[src/swm_pkg.sv]
package swm_pkg;

    localparam int MAX_WINDOW_DEFAULT = 64;
    localparam int SAMPLE_W           = 32;
    localparam int WINDOW_SIZE_W      = 7;

    // control broadcast from the top level to every cell of the row
    typedef struct packed {
        logic step;   // a request is taken this cycle
        logic clear;  // window size written: empty the row
        logic start;  // first sample of a new array
        logic shift;  // front candidate has aged out, row moves one place left
    } t_cell_ctrl;

endpackage

[src/swm_cell.sv]
module swm_cell #(
    parameter int AGE_W = 7
) (
    input  logic                                 i_clk,
    input  logic                                 i_rst_n,
    input  swm_pkg::t_cell_ctrl                  i_ctrl,
    input  logic signed [swm_pkg::SAMPLE_W-1:0]  i_sample,
    input  logic                                 i_prev_keep,
    input  logic                                 i_nb_valid,
    input  logic signed [swm_pkg::SAMPLE_W-1:0]  i_nb_value,
    input  logic        [AGE_W-1:0]              i_nb_age,
    output logic                                 o_valid,
    output logic signed [swm_pkg::SAMPLE_W-1:0]  o_value,
    output logic        [AGE_W-1:0]              o_age,
    output logic                                 o_keep,
    output logic signed [swm_pkg::SAMPLE_W-1:0]  o_next_value
);

    logic                                r_valid;
    logic signed [swm_pkg::SAMPLE_W-1:0] r_value;
    logic        [AGE_W-1:0]             r_age;

    logic                                n_valid;
    logic signed [swm_pkg::SAMPLE_W-1:0] n_value;
    logic        [AGE_W-1:0]             n_age;

    logic                                src_valid;
    logic signed [swm_pkg::SAMPLE_W-1:0] src_value;
    logic        [AGE_W-1:0]             src_age;
    logic                                keep;

    always_comb begin
        src_valid = i_ctrl.shift ? i_nb_valid : r_valid;
        src_value = i_ctrl.shift ? i_nb_value : r_value;
        src_age   = i_ctrl.shift ? i_nb_age   : r_age;

        // a candidate survives only if strictly larger than the new sample
        keep = src_valid && !i_ctrl.start && (src_value > i_sample);

        if (keep) begin
            n_valid = 1'b1;
            n_value = src_value;
            n_age   = src_age + AGE_W'(1);
        end else if (i_prev_keep) begin
            // first free place after the survivors takes the new sample
            n_valid = 1'b1;
            n_value = i_sample;
            n_age   = AGE_W'(1);
        end else begin
            n_valid = 1'b0;
            n_value = src_value;
            n_age   = src_age;
        end
    end

    always_ff @(posedge i_clk) begin
        if (!i_rst_n) begin
            r_valid <= 1'b0;
        end else if (i_ctrl.clear) begin
            r_valid <= 1'b0;
        end else if (i_ctrl.step) begin
            r_valid <= n_valid;
        end
        if (i_ctrl.step) begin
            r_value <= n_value;
            r_age   <= n_age;
        end
    end

    assign o_valid      = r_valid;
    assign o_value      = r_value;
    assign o_age        = r_age;
    assign o_keep       = keep;
    assign o_next_value = n_value;

endmodule

[config.mk]
export PLATFORM = sky130hd
export DESIGN_NAME = swm_cell
export DESIGN_NICKNAME = d
export VERILOG_FILES = /design/src/swm_pkg.sv /design/src/swm_cell.sv
export SDC_FILE = /design/constraint.sdc
export NUM_CORES = 1
export LEC_CHECK = 0
export ABC_AREA = 1
export BUFFER_PORTS_ARGS = -buffer_cell sky130_fd_sc_hd__buf_2
export CORE_ASPECT_RATIO = 1.4
export CORE_UTILIZATION = 40
export DETAILED_ROUTE_END_ITERATION = 7
export PLACE_DENSITY = 0.68
export SLEW_MARGIN = 20
export SYNTH_ARGS = -nofsm -noshare
export SYNTH_HDL_FRONTEND = slang
export SYNTH_SLANG_ARGS = --single-unit
export TNS_END_PERCENT = 1
[constraint.sdc]
create_clock -name i_clk -period 6.9 [get_ports i_clk]
set_clock_uncertainty 0.1 [all_clocks]
set_input_delay 0 -clock i_clk [delete_from_list [all_inputs] [get_ports i_clk]]
set_output_delay 0 -clock i_clk [all_outputs]
set_load 0.01 [all_outputs]
==> impl_metrics.py, run 1 <==
metrics = {
    "timing": {
        "hold_viol_final": 0,
        "setup_violations": 0,
        "max_slew_margin_pct": 31.1,
        "setup_tns_ns": 0,
        "slew_violations": 0,
        "worst_slew_pin_slew_ns": 1.03,
        "timing.fmax_ghz": 0.267,
        "rsz0062_at_grt": "no",
        "fin_crit_ns": 3.74,
        "fin_crit_sh_pct": 54.2,
    },
    "worst_setup_path": {
        "crit_chain": "o21ai_0 -> inv_1 -> ha_1 -> nand2_2 -> nor2_4 -> nand2_2 -> nor3_1 -> a41oi_1 -> nand3_4 -> buf_4 -> nand2_1 -> o21ai_2 -> buf_2",
        "critPathTopFamily": "simple AND/OR/NAND/NOR gates",
        "cp_data_arrival_time_ns": 3.64,
        "r2r_start": "o_value[31]$_DFFE_PP_",
        "critPathBufInv": 3,
        "cp-end-kind": "output port",
        "crit_top_cell": "nand2_2",
        "cp_slowest_cell": "buf_4",
        "startpoint_type": "register",
        "crit_path_max_incr_delay_ns": 0.61,
        "timing.critical_path.from": "o_value[31]$_DFFE_PP_",
        "required_ns": 6.80,
        "crit_fanout": 46,
        "critPathKind": "reg -> out",
    },
    "placement": {
        "dp.cells": 756,
        "io_buffers": 151,
        "dpl.hpwl_um": 7140,
        "placed_cell_area_um2": 4570,
        "place_congestion": 0.808,
    },
    "clock_network": {
        "htreeDepth": 2,
        "cts_root_buf": "clkbuf_16",
        "clkTransAtPathRegs_ns": 0.07,
        "clkLatencyLatePin_ns": 0.29,
        "cts_tree": "built",
        "post_cts_buffers": 0,
        "clock_tree.buffer_depth": 2,
        "cts_sinks": 40,
        "numCtsBuffers": 5,
    },
    "synthesis": {
        "ys_seq_elements": 40,
        "ys_seq_area_share_pct": 31.3,
        "synthCells": 519,
        "syn_area_um2": 3800,
        "synth.avg_cell_area_um2": 7.32,
        "synth_fp_nets": 631,
        "yosys_warnings": 0,
        "synth_cell_types": 29,
    },
    "route": {
        "via_count": 3767,
        "vias_per_cell": 4.92,
        "wl_per_cell_um": 12.2,
        "drt-initial-drc-count": 115,
        "firstDrtPassIters": 7,
        "wl_um": 9320,
        "drtAntennaViolNets": 0,
        "drc": 10,
    },
    "global_route": {
        "grt_pass1_wl_um": 15700,
        "grtUsageTotal_pct": 19.5,
        "grt_pass1_vias": 3744,
        "grt_max_degree": 77,
        "grt.overflow.total": 0,
        "antenna_found_initial": 0,
    },
    "power_and_ir_drop": {
        "powerDensity_nw_per_um2": 188,
        "p_leak_nw": 2.59,
        "peakVddDrop_v": 0.000115,
    },
    "finish": {
        "n_fill_cell": 924,
        "areaGrowthSynthToFinish_pct": 25.1,
        "n_antenna_cell": 0,
        "final_core_util_pct": 52.1,
        "fin_cells": 766,
        "stdcell_area_um2": 4750,
        "drive_above_1_share_pct": 35.1,
        "finalNetCount": 770,
        "layout_common_cells": "151 x buf_2, 115 x nand2_1, 108 x inv_1",
        "final_common_cell": "buf_2",
    },
    "floorplanning": {
        "start_util_pct": 41.6,
        "dieArea_um2": 9900,
        "die_h_um": 117,
        "rows": 41,
        "core_area_um2": 9130,
        "die_x_um": 84.4,
        "num_io_pins": 152,
    },
    "run_status": {
        "failed_checks": "design-rule violations",
        "status": "finished with violations",
    },
    "worst_hold_path": {
        "timing.hold.worst.class": "in -> reg",
        "min_from": "i_sample[7]",
    },
    "flow_run": {
        "maxCapViolCount": 0,
    },
}
## final cells by class
type                    count  area, um^2  share of cell area, %
inverters                 110         413                   8.68
clock buffers               5         125                   2.63
well taps                 107         134                   2.82
multi-input cells         346        2060                   43.3
flip-flops and latches     40        1190                   25.1
repair buffers            155         791                   16.6
clock inverters             3        42.5                  0.895
## timing repair
action	in CTS	in global routing
gates resized for setup	0	0
hold buffers	2	0
endpoints found under the hold margin	1	0
## logic make-up after synthesis
kind of cell	count (synthesis)	share of synthesized area, %
buffers and inverters	133	14.7
muxes	4	1.09
DFF	40	31.3
AOI/OAI and AO/OA	122	19.6
and+or+nand+nor	182	21.3
xor gates and xnor gates	5	1.15
adders and majority gates	33	10.9
## routing by layer
metal	vias up	track usage [%]	share of wire (%)
li1	1940	-	-
met5	-	0	0
met1	1694	20.8	40
met3	18	3.17	4.9
met4	0	7.84	2.6
met2	115	37.2	52
## Yosys cell counts, drive strengths merged
cell type / n / share of area, %
nor3b: 1 / 0.20
nor2: 16 / 1.8
mux2: 1 / 0.30
clkbuf: 10 / 0.99
or2: 1 / 0.16
o21ai: 106 / 17
buf: 13 / 2.9
xnor2: 1 / 0.23
dfxtp: 1 / 0.53
o21a: 1 / 0.20
inv: 110 / 11
a41oi: 1 / 0.23
ha: 33 / 11
nand4: 5 / 0.82
nor3: 3 / 0.39
xor2: 4 / 0.92
nand2: 147 / 17
nand3: 9 / 1.3
a21o: 1 / 0.20
edfxtp: 39 / 31
a21oi: 13 / 1.7
mux2i: 3 / 0.79
## sequential cells by signal (all words and copies together) (netlist names)
name,flops
o_age,7
o_valid,1
o_value,32
## metrics by stage
step	hold slack (ns)	worst slack [ns]	power (mW)
final	0.0316	3.16	0.892
after global routing	0.0626	2.85	0.949
after CTS	0.0316	3.10	0.901
after detailed placement	0.160	3.06	0.621
after global placement	0.145	3.15	0.613
after floorplan	0.0125	4.29	0.515
## power by group
part	internal [mW]	switching (mW)	leakage (nW)
clock	0.170	0.107	0.0798
sequential	0.298	0.0107	0.395
combinational	0.120	0.185	2.12
total	0.589	0.303	2.59
## worst paths after layout
check	endpoint	slack, ns	depth (start not counted)
worst max register to register	o_age[5]$_DFFE_PP_	3.25	13
worst max-delay path	o_next_value[29]	3.16	13
worst min-delay path	o_value[7]$_DFFE_PP_	0.03	5
worst min register to register	o_value[12]$_DFFE_PP_	0.65	2
## tightest hold or removal path: stages
cell and delay [ns]:
buf_2 0.08, nand2_1 0.04, o21ai_0 0.08, nand2_2 0.06, o21ai_2 0.05
(Power assumes the default switching activity.)
==> inputs of run 2 (changes only) <==
--- a/config.mk
+++ b/config.mk
@@ -10,7 +10,7 @@
 export CORE_ASPECT_RATIO = 1.4
 export CORE_UTILIZATION = 40
 export DETAILED_ROUTE_END_ITERATION = 7
-export PLACE_DENSITY = 0.68
+export PLACE_DENSITY = 0.71
 export SLEW_MARGIN = 20
 export SYNTH_ARGS = -nofsm -noshare
 export SYNTH_HDL_FRONTEND = slang
==> constraint.sdc (replaced) <==
create_clock -name i_clk -period 3 [get_ports i_clk]
set_clock_uncertainty 0.1 [all_clocks]
set_input_delay 0 -clock i_clk [delete_from_list [all_inputs] [get_ports i_clk]]
set_output_delay 0 -clock i_clk [all_outputs]
set_load 0.01 [all_outputs]
==> run 2 against run 1 <==
  * Clock power increased by 110%
  * Cell area increased by 6.4%
  * Worst hold slack got worse by 0.0013 ns
  * Utilization increased by 3.3 points
  * Worst setup slack got worse by 3.0 ns
  * Flip-flop and latch count unchanged
  * Critical path depth increased by 3
  * Register-to-register slack got worse by 2.9 ns
  * The flow still finishes with violations (design-rule violations)
  * Count of clock-buffer cells in the layout increased by 3
==> impl_metrics.py, run 2 (same netlist as run 1, synthesis figures left out) <==
metrics = {
    "global_route": {
        "grt_pass1_wl_um": 16600,
        "grt.overflow.total": 0,
        "use_met3_pct": 3.59,
        "grtUsageMet2_pct": 40.0,
        "grt_use_met1_pct": 21.9,
        "grt_pass1_vias": 3835,
        "top_usage_layer": "met2",
        "antenna_found_initial": 0,
        "grt_max_degree": 69,
        "grtUsageTotal_pct": 20.6,
    },
    "worst_setup_path": {
        "rr_endpoint": "o_age[4]$_DFFE_PP_",
        "cp_data_arrival_time_ns": 2.72,
        "timing.critical_path.from": "o_value[3]$_DFFE_PP_",
        "critPathKind": "reg -> out",
        "r2r_setup_slack_ns": 0.33,
        "r2r_start": "o_value[23]$_DFFE_PP_",
        "rr_worst_depth": 11,
        "required_ns": 2.90,
        "cp-end-kind": "output port",
        "cp-endpoint": "o_next_value[18]",
        "startpoint_type": "register",
        "crit_fanout": 24,
    },
    "route": {
        "drtAntennaViolNets": 0,
        "vias_per_cell": 4.72,
        "wl_per_cell_um": 12.3,
        "drc": 8,
        "drt-initial-drc-count": 102,
        "wl_um": 9830,
        "via_count": 3779,
        "firstDrtPassIters": 6,
    },
    "power_and_ir_drop": {
        "combPwrFrac_pct": 37.5,
        "p_int_mw": 1.37,
        "p_total_mw": 2.07,
        "peakVddDrop_v": 0.000245,
        "p_seq_share_pct": 34.5,
        "clock_power_share_pct": 28.0,
        "p_sw_share_pct": 33.8,
        "power_switching_uw": 700,
        "p_leak_nw": 2.78,
        "powerDensity_nw_per_um2": 410,
    },
    "clock_network": {
        "cts_tree": "built",
        "clkTransAtPathRegs_ns": 0.06,
        "clkLatencyLatePin_ns": 0.29,
        "numCtsBuffers": 5,
        "cts_sinks": 40,
        "cts_root_buf": "clkbuf_16",
        "htreeDepth": 2,
        "clock_tree.buffer_depth": 2,
    },
    "floorplanning": {
        "die_h_um": 117,
        "num_io_pins": 152,
        "core_area_um2": 9130,
        "dieArea_um2": 9900,
        "start_util_pct": 41.6,
        "die_x_um": 84.4,
        "rows": 41,
    },
    "timing": {
        "timing.fmax_ghz": 0.355,
        "worst_slew_pin_slew_ns": 1.05,
        "hold_viol_final": 0,
        "worst_slack_ns": 0.182,
        "fin_crit_ns": 2.82,
        "setup_violations": 0,
        "fin_crit_sh_pct": 93.9,
        "slew_violations": 0,
        "max_slew_margin_pct": 29.7,
    },
    "placement": {
        "dpl_worst_slack_ns": 0.147,
        "placed_cell_area_um2": 4840,
        "io_buffers": 151,
        "place_congestion": 0.806,
        "dpl.hpwl_um": 7610,
        "dp.cells": 786,
    },
    "finish": {
        "largest_reg_flops": 32,
        "n_fill_cell": 861,
        "fin_cells": 800,
        "final_common_cell": "buf_2",
        "layout_common_cells": "151 x buf_2, 115 x nand2_1, 108 x inv_1",
        "stdcell_area_um2": 5060,
        "final_core_util_pct": 55.4,
        "areaGrowthSynthToFinish_pct": 33.1,
        "n_antenna_cell": 0,
        "drive_above_1_share_pct": 38.5,
        "finalNetCount": 804,
    },
    "flow_run": {
        "maxCapViolCount": 0,
    },
    "run_status": {
        "status": "finished with violations",
        "failed_checks": "design-rule violations",
    },
    "worst_hold_path": {
        "timing.hold.worst.class": "in -> reg",
    },
}
[run 2: cell types whose count changed in the layout (fill, tap and decap cells not counted), sizes merged]
cell / delta
clkinv: -1
clkinvlp: -1
clkbuf: +3
bufinv: -1
buf: +34
[run 2: how the worst min path moves through the flow]
stage | start | end | slack (ns) | depth (start not counted)
global placement | i_ctrl[2] | o_valid$_SDFFE_PP0P_ | 0.15 | 4
finish | i_sample[30] | o_value[30]$_DFFE_PP_ | 0.03 | 5
global route | i_sample[30] | o_value[30]$_DFFE_PP_ | 0.06 | 5
floorplan | i_ctrl[3] | o_age[0]$_DFFE_PP_ | 0.01 | 0
CTS | i_sample[30] | o_value[30]$_DFFE_PP_ | 0.03 | 5
detailed placement | i_ctrl[2] | o_valid$_SDFFE_PP0P_ | 0.16 | 4
[run 2: critical path, cell delays in order, from the launching register on]
cell	delay, ns
edfxtp_1	0.38
o21ai_0	0.26
inv_1	0.08
ha_1	0.29
a21oi_1	0.22
nand2_1	0.08
nand2_1	0.05
nand2_1	0.05
nand2_1	0.05
nand2_1	0.04
nand2_1	0.07
nand2_1	0.05
nand2_1	0.09
nand3_4	0.17
buf_12	0.23
o21ai_2	0.14
buf_2	0.17
[run 2: layer usage]
metal / up-vias / wire length [um]
li1: 2009 / -
met1: 1651 / 4040
met2: 102 / 5120
met3: 17 / 435
met4: 0 / 231
met5: - / 0
[run 2: stage by stage]
| step | TNS, ns | hold slack (ns) |
|---|---|---|
| 4_1_cts | 0 | 0.0314 |
| 2_1_floorplan | 0 | 0.0125 |
| 3_5_place_dp | 0 | 0.159 |
| 5_1_grt | -0.00638 | 0.0571 |
| 3_3_place_gp | 0 | 0.148 |
| 6_report | 0 | 0.0303 |
[run 2: power by group through the flow]
stage                     clock network (mW)  logic, mW  registers [mW]
after floorplan                            0      0.439           0.747
final                                  0.582      0.777           0.716
after global routing                   0.621      0.875           0.722
after CTS                              0.604      0.774           0.713
after detailed placement                   0      0.769           0.724
after global placement                     0      0.748           0.721
[run 2: cell type report]
type | count | area (um^2) | share of cell area (%)
tap | 107 | 134 | 2.65
multi-input combinational | 346 | 2070 | 40.9
timing repair buffer | 189 | 1100 | 21.7
clock buffer | 8 | 156 | 3.09
inverter | 110 | 413 | 8.16
sequential | 40 | 1190 | 23.5
[run 2: repair_timing]
action / in CTS / in global routing
setup endpoints to repair: 5 / 44
gates resized for setup: 1 / 29
hold buffers: 2 / 0
gates cloned: 0 / 0
pin swaps: 0 / 1
setup buffers: 0 / 4
endpoints found under the hold margin: 1 / 0
==> inputs of run 3 (changes only) <==
==> constraint.sdc (replaced) <==
create_clock -name i_clk -period 2.5 [get_ports i_clk]
set_clock_uncertainty 0.1 [all_clocks]
set_input_delay 0 -clock i_clk [delete_from_list [all_inputs] [get_ports i_clk]]
set_output_delay 0 -clock i_clk [all_outputs]
set_load 0.01 [all_outputs]
==> run 3 against run 2 <==
  * The run ends with design-rule violations, negative setup slack left
  * Worst hold slack gained 0.016 ns
  * Global-route usage grew 1.1 points
  * Sequential share of layout area shrank 2.9 points
  * Sequential power grew 20%
  * Utilization grew 7.9 points
  * Routed wire length grew 16%
  * Combinational power grew 49%
  * Flip-flop and latch count is the same
  * Cell area grew 14%
  * Critical path depth grew 1
  * Via count grew 8.1%
  * Die area is the same
  * Largest cell class unchanged
==> impl_metrics.py, run 3 (same netlist as run 1, synthesis figures left out) <==
metrics = {
    "route": {
        "firstDrtPassIters": 8,
        "wl_per_cell_um": 13.8,
        "vias_per_cell": 4.97,
        "drt-initial-drc-count": 148,
        "drtAntennaViolNets": 0,
        "wl_um": 11400,
        "drc": 9,
        "via_count": 4085,
    },
    "flow_run": {
        "maxCapViolCount": 0,
    },
    "clock_network": {
        "clkTransAtPathRegs_ns": 0.07,
        "htreeDepth": 2,
        "cts_tree": "built",
        "clkLatencyLatePin_ns": 0.29,
        "cts_root_buf": "clkbuf_16",
        "numCtsBuffers": 5,
        "clock_tree.buffer_depth": 2,
        "cts_sinks": 40,
    },
    "timing": {
        "max_slew_margin_pct": 55.4,
        "hold_ws_ns": 0.0463,
        "timing.fmax_ghz": 0.352,
        "rsz0062_at_grt": "yes",
        "worst_slew_pin_slew_ns": 0.668,
        "hold_viol_final": 0,
        "setup_violations": 72,
        "fin_crit_sh_pct": 114,
        "worst_slack_ns": -0.340,
        "fin_crit_ns": 2.84,
        "slew_violations": 0,
    },
    "floorplanning": {
        "core_area_um2": 9130,
        "start_util_pct": 41.6,
        "rows": 41,
        "die_h_um": 117,
        "num_io_pins": 152,
        "dieArea_um2": 9900,
        "die_x_um": 84.4,
    },
    "worst_setup_path": {
        "required_ns": 2.40,
        "crit_chain": "o21ai_4 -> inv_1 -> ha_1 -> nand2_1 -> nor2_4 -> nand2_2 -> nor2_1 -> nand2_1 -> o21ai_2 -> nor2_2 -> nand2_2 -> nand2_2 -> nand3_4 -> buf_12 -> clkbuf_16 -> o21ai_2 -> buf_2",
        "crit_path_max_incr_delay_ns": 0.43,
        "critPathKind": "reg -> out",
        "cp_slowest_cell": "edfxtp_1",
        "cp-end-kind": "output port",
        "crit_fanout": 8,
        "startpoint_type": "register",
        "cp_data_arrival_time_ns": 2.74,
        "crit_top_cell": "nand2_2",
    },
    "global_route": {
        "grt_max_degree": 69,
        "antenna_found_initial": 0,
        "grtUsageTotal_pct": 21.8,
        "grt.overflow.total": 0,
        "grt_pass1_vias": 4056,
        "grt_pass1_wl_um": 17400,
    },
    "placement": {
        "dpl.hpwl_um": 7930,
        "io_buffers": 151,
        "place_congestion": 0.785,
    },
    "finish": {
        "areaGrowthSynthToFinish_pct": 52.2,
        "largest_reg_flops": 32,
        "finalNetCount": 826,
        "final_core_util_pct": 63.3,
        "final_common_cell": "buf_2",
        "drive_above_1_share_pct": 45.7,
        "layout_common_cells": "139 x buf_2, 106 x inv_1, 106 x nand2_1",
        "n_antenna_cell": 0,
    },
    "worst_hold_path": {
        "timing.hold.worst.class": "in -> reg",
    },
    "run_status": {
        "failed_checks": "design-rule violations, negative setup slack",
        "status": "finished with violations",
    },
    "power_and_ir_drop": {
        "powerDensity_nw_per_um2": 517,
        "p_leak_nw": 3.06,
        "peakVddDrop_v": 0.000422,
    },
}
==> run 3: cell types whose count changed in the layout (fill, tap and decap cells not counted), sizes merged <==
cell	delta
buf	+18
bufbuf	+1
bufinv	+3
==> run 3: layout make-up <==
class                   count  area [um^2]
flip-flops and latches     40         1190
repair buffers            211         1480
multi-input cells         346         2350
well taps                 107          134
inverters                 110          415
clock inverters             3         90.1
fillers                   778         3350
clock buffers               5          125
==> run 3: metrics by stage <==
stage	std cells	power (mW)	setup slack, ns	instance area [um^2]	setup TNS [ns]
2_1_floorplan	519	1.43	0.00290	3810	0
3_3_place_gp	804	1.80	-0.0732	4990	-2.46
3_5_place_dp	804	1.83	-0.131	4990	-5.98
4_1_cts	818	2.86	-0.268	5400	-8.06
5_1_grt	822	3.15	-0.515	5780	-25.70
6_report	822	2.99	-0.340	5780	-13.18
==> run 3: timing repair <==
action | CTS | global route
pin swaps | 6 | 11
resized for setup | 42 | 58
endpoints found under the hold margin | 1 | 0
buffers inserted | 2 | 1
setup endpoints to repair | 73 | 73
hold buffers | 2 | 0
cloned | 2 | 3
==> run 3: power by group <==
| group | switching [mW] | internal [mW] | total, mW |
|---|---|---|---|
| Combinational | 0.625 | 0.538 | 1.16 |
| Sequential | 0.0364 | 0.824 | 0.861 |
| Clock | 0.292 | 0.674 | 0.966 |
==> run 3: worst paths after layout <==
kind                                             from                     to  slack (ns)  depth (start not counted)
worst max-delay path            o_value[29]$_DFFE_PP_       o_next_value[15]       -0.34                         17
worst min register to register  o_value[16]$_DFFE_PP_  o_value[16]$_DFFE_PP_        0.63                          2
worst min-delay path                      i_sample[1]   o_value[1]$_DFFE_PP_        0.05                          5
worst max register to register  o_value[29]$_DFFE_PP_   o_value[5]$_DFFE_PP_       -0.13                         17
==> run 3: routing by layer <==
layer,wire (um),track usage [%],share of wire (%),vias up
li1,-,-,-,2056
met1,4320,22.8,38,1874
met2,6150,42.0,54,133
met3,607,3.52,5.3,22
met4,279,9.22,2.5,0
met5,0,0,0,-
==> run 3: worst max-delay path, delay by kind of cell (launching register included) <==
family / cells / cell delay (ns)
flops: 1 / 0.43
compound gates: 3 / 0.39
simple gates: 9 / 0.79
buf+inv: 4 / 0.58
fa+ha+maj: 1 / 0.28
